--- config.mk ---
export PLATFORM = sky130hd
export DESIGN_NAME = wav_riff_header_parser_unit
export DESIGN_NICKNAME = d
export VERILOG_FILES = /design/src/wrp_pkg.sv /design/src/wav_riff_header_parser_unit.sv
export VERILOG_INCLUDE_DIRS = /design/src /design/src/src
export SDC_FILE = /design/constraint.sdc
export NUM_CORES = 1
export LEC_CHECK = 0
export BUFFER_PORTS_ARGS = -buffer_cell sky130_fd_sc_hd__buf_4
export CORE_UTILIZATION = 45
export DETAILED_ROUTE_END_ITERATION = 8
export GPL_TIMING_DRIVEN = 1
export PLACE_DENSITY = 0.73
export SLEW_MARGIN = 15
export SYNTH_ARGS = -nofsm -noshare
export SYNTH_HDL_FRONTEND = slang
export SYNTH_SLANG_ARGS = --single-unit
--- constraint.sdc ---
create_clock -name clk -period 14.3 [get_ports clk]
set_clock_uncertainty 0.05 [all_clocks]
set_input_delay 2.145 -clock clk [delete_from_list [all_inputs] [get_ports clk]]
set_output_delay 2.145 -clock clk [all_outputs]
set_load 0.02 [all_outputs]
--- src/assert_macros.svh ---
// assertion macros for the rtl files; the parser unit is the only one that includes them
// needs a clock named clk and an active-low reset named arst_n in scope
`ifndef ASSERT_MACROS_SVH
`define ASSERT_MACROS_SVH

// property checked at every rising clock edge outside reset
`define ASSERT_CLK(label, prop, msg) \
	label: assert property (@(posedge clk) disable iff (!arst_n) (prop)) else $error(msg);

// property checked at every rising clock edge, reset included
`define ASSERT_ALWAYS(label, prop, msg) \
	label: assert property (@(posedge clk) (prop)) else $error(msg);

`endif

--- src/wrp_pkg.sv ---
// types, tag constants and the sample format classifier for the wav header parser
// no dependencies
package wrp_pkg;

	typedef enum logic [3:0] {
		PH_RIFF  = 4'd0,
		PH_RSIZE = 4'd1,
		PH_WAVE  = 4'd2,
		PH_CHDR  = 4'd3,
		PH_FMT   = 4'd4,
		PH_DATA  = 4'd5,
		PH_SKIP  = 4'd6,
		PH_PAD   = 4'd7,
		PH_HALT  = 4'd8
	} phase_t;

	typedef enum logic [2:0] {
		ST_OK        = 3'd0,
		ST_NO_RIFF   = 3'd1,
		ST_NO_WAVE   = 3'd2,
		ST_SHORT_FMT = 3'd3,
		ST_SHORT_BEXT = 3'd4,
		ST_TRUNCATED = 3'd5
	} status_t;

	typedef enum logic [2:0] {
		SF_UNKNOWN = 3'd0,
		SF_U8      = 3'd1,
		SF_S16     = 3'd2,
		SF_S24     = 3'd3,
		SF_S32     = 3'd4,
		SF_FLOAT32 = 3'd5,
		SF_FLOAT64 = 3'd6
	} sample_fmt_t;

	localparam logic [31:0] TAG_RIFF = 32'h5249_4646;
	localparam logic [31:0] TAG_WAVE = 32'h5741_5645;
	localparam logic [31:0] TAG_FMT  = 32'h666D_7420;
	localparam logic [31:0] TAG_DATA = 32'h6461_7461;
	localparam logic [31:0] TAG_BEXT = 32'h6265_7874;

	localparam logic [31:0] FMT_MIN_SIZE  = 32'd16;
	localparam logic [31:0] BEXT_MIN_SIZE = 32'd602;

	localparam logic [15:0] WAVE_FORMAT_PCM   = 16'd1;
	localparam logic [15:0] WAVE_FORMAT_FLOAT = 16'd3;

	// fmt body bytes kept
	localparam int FMT_BYTES = 16;

	function automatic sample_fmt_t classify(input logic [15:0] fmt, input logic [15:0] bits);
		sample_fmt_t c;
		c = SF_UNKNOWN;
		if (fmt == WAVE_FORMAT_PCM) begin
			case (bits)
				16'd8:   c = SF_U8;
				16'd16:  c = SF_S16;
				16'd24:  c = SF_S24;
				16'd32:  c = SF_S32;
				default: c = SF_UNKNOWN;
			endcase
		end else if (fmt == WAVE_FORMAT_FLOAT) begin
			case (bits)
				16'd32:  c = SF_FLOAT32;
				16'd64:  c = SF_FLOAT64;
				default: c = SF_UNKNOWN;
			endcase
		end
		return c;
	endfunction

endpackage

--- src/wav_riff_header_parser_unit.sv ---
// wav riff header parser: one file byte per transfer in, one result per transfer out
// depends on wrp_pkg and assert_macros.svh
`include "assert_macros.svh"

// channel   dir  tdata                       tuser         tlast
// s_axis    in   byte_in [7:0]               start_req     end_of_file
// m_axis    out  sample_byte .. status [175:0] sample_valid  -
//
// one byte is parsed per cycle while s_axis_tready is high; a result is ready in the cycle after its transfer
// the parser state and the result register update in the cycle of the input transfer
// s_axis_tready is high whenever the result register is empty or being drained
// arst_n puts the parser at the start of the riff tag with all fields zero
// start_req restarts the parser on the byte that carries it

module wav_riff_header_parser_unit (
	input  logic         clk,
	input  logic         arst_n,
	input  logic         s_axis_tvalid,
	output logic         s_axis_tready,
	input  logic [7:0]   s_axis_tdata,  // [7:0] byte_in
	input  logic         s_axis_tuser,  // [0] start_req
	input  logic         s_axis_tlast,  // end_of_file
	output logic         m_axis_tvalid,
	input  logic         m_axis_tready,
	// [7:0] sample_byte, [23:8] audio_format, [39:24] channel_count,
	// [71:40] sample_rate, [103:72] byte_rate, [119:104] block_align,
	// [135:120] bits_per_sample, [138:136] sample_format, [170:139] data_size,
	// [173:171] status, [175:174] zero
	output logic [175:0] m_axis_tdata,
	output logic         m_axis_tuser   // [0] sample_valid
);

	// parser state
	wrp_pkg::phase_t      phase_q, phase_d;
	logic [4:0]           idx_q, idx_d;
	logic [31:0]          tag_q, tag_d;
	logic [31:0]          size_q, size_d;
	logic [31:0]          left_q, left_d;
	logic                 pad_q, pad_d;
	logic [127:0]         fmt_q, fmt_d;
	logic [31:0]          dlen_q, dlen_d;
	wrp_pkg::status_t     err_q, err_d;
	wrp_pkg::sample_fmt_t class_q, class_d;
	logic                 sample_d;

	// result register
	logic                 out_valid_q;
	logic                 sample_q;
	logic [175:0]         out_data_q, out_data_d;

	logic                 in_xfer;
	logic [7:0]           b;
	logic [4:0]           idx_inc;
	logic [31:0]          left_dec;

	assign s_axis_tready = !out_valid_q || m_axis_tready;
	assign in_xfer       = s_axis_tvalid && s_axis_tready;
	assign b             = s_axis_tdata;

	// next parser state for the byte at the input
	always_comb begin
		if (s_axis_tuser) begin
			phase_d = wrp_pkg::PH_RIFF;
			idx_d   = '0;
			tag_d   = '0;
			size_d  = '0;
			left_d  = '0;
			pad_d   = 1'b0;
			fmt_d   = '0;
			dlen_d  = '0;
			err_d   = wrp_pkg::ST_OK;
			class_d = wrp_pkg::SF_UNKNOWN;
		end else begin
			phase_d = phase_q;
			idx_d   = idx_q;
			tag_d   = tag_q;
			size_d  = size_q;
			left_d  = left_q;
			pad_d   = pad_q;
			fmt_d   = fmt_q;
			dlen_d  = dlen_q;
			err_d   = err_q;
			class_d = class_q;
		end
		sample_d = 1'b0;
		idx_inc  = idx_d + 5'd1;
		left_dec = left_d - 32'd1;

		case (phase_d)
			wrp_pkg::PH_RIFF, wrp_pkg::PH_WAVE: begin
				tag_d = {tag_d[23:0], b};
				idx_d = idx_inc;
				if (idx_inc >= 5'd4) begin
					idx_d = '0;
					if (phase_d == wrp_pkg::PH_RIFF) begin
						if (tag_d != wrp_pkg::TAG_RIFF) begin
							err_d   = wrp_pkg::ST_NO_RIFF;
							phase_d = wrp_pkg::PH_HALT;
						end else begin
							phase_d = wrp_pkg::PH_RSIZE;
						end
					end else begin
						if (tag_d != wrp_pkg::TAG_WAVE) begin
							err_d   = wrp_pkg::ST_NO_WAVE;
							phase_d = wrp_pkg::PH_HALT;
						end else begin
							phase_d = wrp_pkg::PH_CHDR;
						end
					end
				end
			end
			wrp_pkg::PH_RSIZE: begin
				idx_d = idx_inc;
				if (idx_inc >= 5'd4) begin
					idx_d   = '0;
					phase_d = wrp_pkg::PH_WAVE;
				end
			end
			wrp_pkg::PH_CHDR: begin
				if (idx_d < 5'd4) begin
					tag_d = {tag_d[23:0], b};
				end else begin
					size_d = {b, size_d[31:8]};
				end
				idx_d = idx_inc;
				if (idx_inc >= 5'd8) begin
					// chunk header complete
					left_d = size_d;
					pad_d  = size_d[0];
					idx_d  = '0;
					if (tag_d == wrp_pkg::TAG_FMT) begin
						phase_d = wrp_pkg::PH_FMT;
					end else if (tag_d == wrp_pkg::TAG_DATA) begin
						dlen_d  = size_d;
						phase_d = wrp_pkg::PH_DATA;
					end else begin
						phase_d = wrp_pkg::PH_SKIP;
					end
					if (size_d == '0) begin
						phase_d = wrp_pkg::PH_CHDR;
					end
					if (tag_d == wrp_pkg::TAG_FMT && size_d < wrp_pkg::FMT_MIN_SIZE) begin
						err_d   = wrp_pkg::ST_SHORT_FMT;
						phase_d = wrp_pkg::PH_HALT;
					end
					if (tag_d == wrp_pkg::TAG_BEXT && size_d < wrp_pkg::BEXT_MIN_SIZE) begin
						err_d   = wrp_pkg::ST_SHORT_BEXT;
						phase_d = wrp_pkg::PH_HALT;
					end
				end
			end
			wrp_pkg::PH_FMT, wrp_pkg::PH_DATA, wrp_pkg::PH_SKIP: begin
				if (phase_d == wrp_pkg::PH_FMT && idx_d < 5'(wrp_pkg::FMT_BYTES)) begin
					fmt_d[idx_d[3:0]*8 +: 8] = b;
					idx_d = idx_inc;
					if (idx_inc == 5'(wrp_pkg::FMT_BYTES)) begin
						class_d = wrp_pkg::classify(fmt_d[15:0], fmt_d[127:112]);
					end
				end
				if (phase_d == wrp_pkg::PH_DATA) begin
					sample_d = 1'b1;
				end
				left_d = left_dec;
				if (left_dec == '0) begin
					phase_d = pad_d ? wrp_pkg::PH_PAD : wrp_pkg::PH_CHDR;
					pad_d   = 1'b0;
				end
			end
			wrp_pkg::PH_PAD: begin
				phase_d = wrp_pkg::PH_CHDR;
			end
			default: begin
			end
		endcase

		// end of file halts; a stream cut inside the riff or wave header or inside a chunk body is an error
		if (s_axis_tlast && phase_d != wrp_pkg::PH_HALT) begin
			if (phase_d == wrp_pkg::PH_RIFF) begin
				err_d = wrp_pkg::ST_NO_RIFF;
			end else if (phase_d == wrp_pkg::PH_RSIZE || phase_d == wrp_pkg::PH_WAVE) begin
				err_d = wrp_pkg::ST_NO_WAVE;
			end else if (phase_d == wrp_pkg::PH_FMT || phase_d == wrp_pkg::PH_DATA ||
					phase_d == wrp_pkg::PH_SKIP) begin
				err_d = wrp_pkg::ST_TRUNCATED;
			end
			phase_d = wrp_pkg::PH_HALT;
		end
	end

	// result packing
	always_comb begin
		out_data_d = {
			2'b00,
			err_d,
			dlen_d,
			class_d,
			fmt_d[127:112],
			fmt_d[111:96],
			fmt_d[95:64],
			fmt_d[63:32],
			fmt_d[31:16],
			fmt_d[15:0],
			(sample_d ? b : 8'h00)
		};
	end

	always_ff @(posedge clk or negedge arst_n) begin
		if (!arst_n) begin
			phase_q <= wrp_pkg::PH_RIFF;
			idx_q   <= '0;
			tag_q   <= '0;
			size_q  <= '0;
			left_q  <= '0;
			pad_q   <= 1'b0;
			fmt_q   <= '0;
			dlen_q  <= '0;
			err_q   <= wrp_pkg::ST_OK;
			class_q <= wrp_pkg::SF_UNKNOWN;
		end else if (in_xfer) begin
			phase_q <= phase_d;
			idx_q   <= idx_d;
			tag_q   <= tag_d;
			size_q  <= size_d;
			left_q  <= left_d;
			pad_q   <= pad_d;
			fmt_q   <= fmt_d;
			dlen_q  <= dlen_d;
			err_q   <= err_d;
			class_q <= class_d;
		end
	end

	always_ff @(posedge clk or negedge arst_n) begin
		if (!arst_n) begin
			out_valid_q <= 1'b0;
		end else if (in_xfer) begin
			out_valid_q <= 1'b1;
		end else if (m_axis_tready) begin
			out_valid_q <= 1'b0;
		end
	end

	always_ff @(posedge clk) begin
		if (in_xfer) begin
			sample_q   <= sample_d;
			out_data_q <= out_data_d;
		end
	end

	assign m_axis_tvalid = out_valid_q;
	assign m_axis_tuser  = sample_q;
	assign m_axis_tdata  = out_data_q;

	`ASSERT_CLK(a_error_halts, err_q != wrp_pkg::ST_OK |-> phase_q == wrp_pkg::PH_HALT,
		"error reported while parser still running")
	`ASSERT_CLK(a_body_has_bytes, (phase_q == wrp_pkg::PH_FMT || phase_q == wrp_pkg::PH_DATA ||
		phase_q == wrp_pkg::PH_SKIP) |-> left_q != '0, "body phase with no bytes left")
	`ASSERT_CLK(a_fmt_offset, phase_q == wrp_pkg::PH_FMT |-> idx_q <= 5'(wrp_pkg::FMT_BYTES),
		"fmt body offset out of range")
	`ASSERT_CLK(a_out_hold, m_axis_tvalid && !m_axis_tready |=> m_axis_tvalid &&
		$stable(m_axis_tdata) && $stable(m_axis_tuser), "result changed while stalled")

endmodule
**Word level (Yosys, flattened, before mapping)**

Index checks and enable logic that the tools add are counted.

- Register bits after elaboration: 448
- Word-level logic and storage cells: 139

- Add/subtract/negate cells: 3
- Order comparisons: 6
- Eq/ne operators: 26
- Shift-type cells: 2
- Mux-type cells: 70
- Reductions and logical operators: 18

Operator list:

| operator | number |
|---|---|
| 2-to-1 mux 32 bit | 14 |
| 2-to-1 mux 128 bit | 3 |
| bitwise mux 128 bit | 1 |
| one-hot mux 32 bit (2 select lines) | 2 |
| variable shift 8 x 34 -> 128 bit (first input constant) | 1 |
| indexed part select 8 x 34 -> 128 bit | 1 |
| equality test 32 x 31 -> 1 bit (second input constant) | 3 |
| logical NOT 32 bit | 2 |
| inequality test 32 x 31 -> 1 bit (second input constant) | 2 |
| 2-to-1 mux 3 bit | 19 |
| 2-to-1 mux 4 bit | 12 |
| negator 7 -> 34 bit | 1 |
| equality test 16 x 5 -> 1 bit (second input constant) | 2 |
| < comparator 32 x 10 -> 1 bit (second input constant) | 1 |
| < comparator 32 x 5 -> 1 bit (second input constant) | 1 |
| subtractor 32 x 1 -> 32 bit (second input constant) | 1 |
| equality test 4 x 3 -> 1 bit (second input constant) | 7 |
| 2-to-1 mux 5 bit | 4 |
| one-hot mux 4 bit (5 select lines) | 1 |
| equality test 16 x 1 -> 1 bit (second input constant) | 1 |
| equality test 16 x 2 -> 1 bit (second input constant) | 1 |
| equality test 16 x 4 -> 1 bit (second input constant) | 1 |
| equality test 16 x 6 -> 1 bit (second input constant) | 1 |
| equality test 16 x 7 -> 1 bit (second input constant) | 1 |
| other kinds (22) | 42 |

**Depth between registers and ports, before layout**

- Depth after elaboration: 19
- Mapped depth: 23
- Gate-level depth less buffers: 15

**Worst setup path after synthesis**

No wires, ideal clock.

- Path kind: input-to-reg
- Start point: input m_axis_tready
- End point: register out_data_q[0] (netlist: m_axis_tdata[0]) (enable)
- Library setup time: 608 ps
- Arrival time: 8158 ps
- Data required time: 13642 ps
- Path slack: 5484 ps
- Stages on the path: 6
- Buffers on the path: 3
- Path through: nand2b_1 -> nand2_1 -> clkinv_1 -> clkbuf_1 -> clkbuf_1 -> clkbuf_1

- Word-level cells in the longest chain between the ends: 2

RTL lines:

| element | RTL line | source |
|---|---|---|
| start: declaration | wav_riff_header_parser_unit.sv:24 | `input logic m_axis_tready,` |
| logical OR 1 bit | wav_riff_header_parser_unit.sv:56 | `assign s_axis_tready = !out_valid_q \|\| m_axis_tready;` |
| logical AND 1 bit | wav_riff_header_parser_unit.sv:57 | `assign in_xfer = s_axis_tvalid && s_axis_tready;` |
| net in_xfer | wav_riff_header_parser_unit.sv:51 | `logic in_xfer;` |
| end signal: assignment | wav_riff_header_parser_unit.sv:246 | `out_data_q <= out_data_d;` |
| end: declaration | wav_riff_header_parser_unit.sv:49 | `logic [175:0] out_data_q, out_data_d;` |

The timed path passes the listed nets, and every way through them passes these cells.
A chain may end at the register's enable or synchronous reset.

**Worst setup path after layout**

- Start point: input s_axis_tuser
- End point: register class_q[0]

- Word-level cells in the longest chain between the ends: 11
- Elaborated cells between the ends (all ways): 30
- Those cells by class: add/sub: 2; order compare: 1; eq/ne: 11; shift: 2; mux: 12; reduce/logical: 2

RTL lines:

| element | RTL line | source |
|---|---|---|
| start: declaration | wav_riff_header_parser_unit.sv:21 | `input logic s_axis_tuser,` |
| 2-to-1 mux 5 bit | wav_riff_header_parser_unit.sv:62 | `if (s_axis_tuser) begin` |
| negator 7 -> 34 bit | wav_riff_header_parser_unit.sv:154 | `fmt_d[idx_d[3:0]*8 +: 8] = b;` |
| indexed part select 8 x 34 -> 128 bit or variable shift 8 x 34 -> 128 bit (tied branches) | wav_riff_header_parser_unit.sv:154 |  |
| bitwise mux 128 bit | wav_riff_header_parser_unit.sv:154 |  |
| equality test 16 x 7 -> 1 bit or equality test 16 x 6 -> 1 bit (tied branches) | wrp_pkg.sv:63, wrp_pkg.sv:55 |  |
| one-hot mux 3 bit (2 select lines) | wrp_pkg.sv:63 | `case (bits)` |
| 2-to-1 mux 3 bit | wrp_pkg.sv:62 | `end else if (fmt == WAVE_FORMAT_FLOAT) begin` |
| 2-to-1 mux 3 bit | wrp_pkg.sv:54 | `if (fmt == WAVE_FORMAT_PCM) begin` |
| 2-to-1 mux 3 bit | wav_riff_header_parser_unit.sv:156 | `if (idx_inc == 5'(wrp_pkg::FMT_BYTES)) begin` |
| 2-to-1 mux 3 bit | wav_riff_header_parser_unit.sv:153 | `if (phase_d == wrp_pkg::PH_FMT && idx_d < 5'(wrp_pkg::FMT_BYTES)) begin` |
| 2-to-1 mux 3 bit * | wav_riff_header_parser_unit.sv:89 | `case (phase_d)` |
| net class_d[0] | wav_riff_header_parser_unit.sv:43 | `wrp_pkg::sample_fmt_t class_q, class_d;` |
| end signal: assignment | wav_riff_header_parser_unit.sv:218 | `class_q <= wrp_pkg::SF_UNKNOWN;` |
| end signal: assignment | wav_riff_header_parser_unit.sv:229 | `class_q <= class_d;` |
| end: declaration | wav_riff_header_parser_unit.sv:43 |  |

Mark *: on every way through the listed nets, which the timed path passes. The rest lies on a longest branch.

==> impl_metrics.json <==
{
  "yosysSeqAreaShare_pct": 54.6,
  "cts.sinks": 448,
  "utilization_pct": 53.5,
  "clk_latency_ns": 0.61,
  "synth_top_area_share_pct": 30.9,
  "wl_per_cell_um": 20.7,
  "num_antenna_cells": 0,
  "clkPwrFrac_pct": 43.2,
  "syn_area_per_cell_sq_um": 9.24,
  "synthTopCellsByCount": "nand2_1 (529), nor2_1 (306), dfrtp_1 (273), o21ai_0 (217), edfxtp_1 (175)",
  "cts_buffers": 48,
  "crit_arrival_ns": 6.89,
  "tightest_slew_ns": 1.24,
  "ys_types": 84,
  "synth_most_common_cell": "nand2_1",
  "vias_per_cell": 5.92,
  "synth_area_leaders": "dfrtp_1 (31%), edfxtp_1 (24%), nand2_1 (9.0%)",
  "start_util_pct": 46.0,
  "r2r_start": "left_q[4]$_DFFE_PN0P_",
  "grt_max_degree": 136,
  "rr_endpoint": "m_axis_tdata[171]$_DFFE_PP_",
  "p_int_mw": 2.39,
  "p_sw_uw": 847,
  "hold_start": "fmt_q[110]$_DFFE_PN0P_",
  "area_growth_pct": 16.3,
  "drcViolationCount": 0,
  "tritoncts": "yes",
  "synth_top_area_cell": "dfrtp_1",
  "r2r_cells": 11,
  "die_area_sq_mm": 0.0501,
  "pwr-share-seq_pct": 45.7,
  "gp_congestion": 0.947,
  "hold_viol": 0,
  "dieHeight_um": 224,
  "cts-root-buf": "clkbuf_16",
  "drive_gt1_share_pct": 16.1,
  "setup_viol": 0,
  "drtAntennaViolNets": 0,
  "gr-usage-all-layers_pct": 26.1,
  "rsz0062_at_grt": "false",
  "p_sw_share_pct": 26.2,
  "fp-row-count": 80,
  "drt_iter0_drc": 2205,
  "io_pins": 193,
  "die_x_um": 224,
  "post_cts_buffers": 0,
  "cp_data_required_time_ns": 14.80,
  "dp_hpwl_um": 43200,
  "max_cap_violations": 0,
  "ys_async_sr_fraction_pct": 60.9,
  "yosysWarnings": 0,
  "grt_overflow": 0,
  "tns_ns": 0,
  "cts_resized": 0,
  "powerDensity_mw_per_mm2": 126,
  "synthesis.instances": 2395,
  "slew_violations": 0,
  "cts_hold_buf": 0,
  "core-area_sq_mm": 0.0481,
  "cp-start-kind": "input pin",
  "slew_headroom_pct": 17.0,
  "fin_crit_sh_pct": 44.7,
  "vias": 18800,
  "cts_max_path_buffers": 3,
  "ys_seq_elements": 448,
  "antenna_found_initial": 1,
  "synth_edf_count": 175,
  "wirelength_um": 65900,
  "fin_nets": 2502,
  "hp-class": "flip-flop to flip-flop",
  "ir_drop_uv": 83.4,
  "grt_pass1_wl_um": 103000,
  "nFillCells": 4212,
  "holdPathStages": 2,
  "end_kind": "flip-flop",
  "path_clk_slew_ns": 0.06,
  "rrSetupSlack_ns": 9.32,
  "whs_endpoint": "fmt_q[110]$_DFFE_PN0P_",
  "grt_pass1_vias": 17400,
  "fmax_mhz": 157,
  "crit_fanout": 57,
  "syn_area_sq_mm": 0.0221,
  "finalCriticalPeriod_ns": 6.39,
  "status": "completed",
  "combPwrFrac_pct": 11.2,
  "synth_flop_cell": "dfrtp_1",
  "worstSetupPathType": "input pin to flip-flop",
  "power.leakage_nw": 11.2,
  "htreeDepth": 2,
  "port_buffers": 190,
  "drt_first_pass_iters": 6
}
## layout by cell type, fill, tap and decap left out, types with 12 or more instances in the layout
master	Yosys	layout
a31o_2	34	34
o21ai_0	217	215
dfrtp_1	273	273
clkbuf_16	0	49
and2_1	13	13
a22o_1	17	17
inv_1	22	21
edfxtp_1	175	175
nor4_1	41	40
or4_1	15	15
mux2i_1	27	27
a22oi_1	44	44
o31ai_1	17	16
and3_1	14	14
buf_4	2	210
nor3_1	30	29
nand2b_1	12	12
nor2_1	306	306
a21oi_1	70	70
nand2_1	529	528
mux2_2	48	48
nand3_1	97	97
nor2b_1	13	13
a31oi_1	16	16
nand4_1	21	21
## cell type report
type	count	area (sq um)	share of cell area (%)
Multi-Input combinational cell	1746	9310	36.1
Sequential cell	448	12100	46.9
Timing Repair Buffer	213	1640	6.37
Clock buffer	63	1360	5.28
Clock inverter	27	433	1.68
Inverter	25	104	0.403
Tap cell	656	821	3.19
## registers in the layout (all words and copies together), names as in the netlist, 4 cells and up
register and cells:
idx_q 5, m_axis_tdata 174, size_q 32, phase_q 4
tag_q 32, left_q 32, fmt_q 128, dlen_q 32
## stage by stage
step	power [mW]	setup WS (ns)	std cells	hold WS [ns]	cell area, sq um
after global placement	1.85	7.62	3087	0.407	23900
after CTS	3.25	8.00	3177	0.428	25700
after global routing	3.35	7.49	3178	0.447	25700
final	3.24	7.91	3178	0.424	25700
after detailed placement	1.86	7.37	3087	0.413	23900
after floorplan	1.72	5.48	2396	0.396	22100
## critical path, cell delays in order
cell and delay (ns):
buf_4 0.22, inv_4 0.51, nand2_1 0.28, ha_1 0.58, nor4b_2 0.70, nand4bb_1 0.51
nand4b_1 0.33, a2111oi_0 0.59, nand2_1 0.13, nor3_1 0.24, a22oi_1 0.16, a21oi_1 0.22
mux2_2 0.18
## metal layers
layer	global-route usage (%)	up-vias	wire length, um
li1	-	8638	-
met1	36.5	9151	27600
met2	42.1	899	31400
met3	4.00	117	5150
met4	8.00	2	1690
met5	0	-	13
## logic make-up (layout without fill, tap and decap cells)
group | after synthesis | in the layout | synth area share, %
mux | 76 | 76 | 3.71
buf+inv | 202 | 328 | 3.55
other cells | 1 | 2 | 0.0169
fa+ha+maj | 6 | 6 | 0.339
compound gates | 492 | 492 | 13.9
xor+xnor | 17 | 17 | 0.673
flops | 448 | 448 | 54.6
simple gates | 1153 | 1153 | 23.2
## power by group through the flow
| stage | sequential (mW) | clock (mW) | combinational [mW] |
|---|---|---|---|
| after floorplan | 1.52 | 0 | 0.204 |
| after global placement | 1.50 | 0 | 0.352 |
| after detailed placement | 1.50 | 0 | 0.358 |
| after CTS | 1.48 | 1.42 | 0.360 |
| after global routing | 1.49 | 1.47 | 0.396 |
| final | 1.48 | 1.40 | 0.361 |
## how the worst max path moves through the flow
stage,to,from
after detailed placement,class_q[0]$_DFFE_PN0P_,s_axis_tuser
after floorplan,m_axis_tdata[0]$_SDFFCE_PN0P_,m_axis_tready
after CTS,class_q[0]$_DFFE_PN0P_,s_axis_tuser
after global placement,m_axis_tdata[171]$_DFFE_PP_,s_axis_tuser
after global routing,class_q[2]$_DFFE_PN0P_,s_axis_tuser
final,class_q[0]$_DFFE_PN0P_,s_axis_tuser
(Power assumes the default switching activity.)
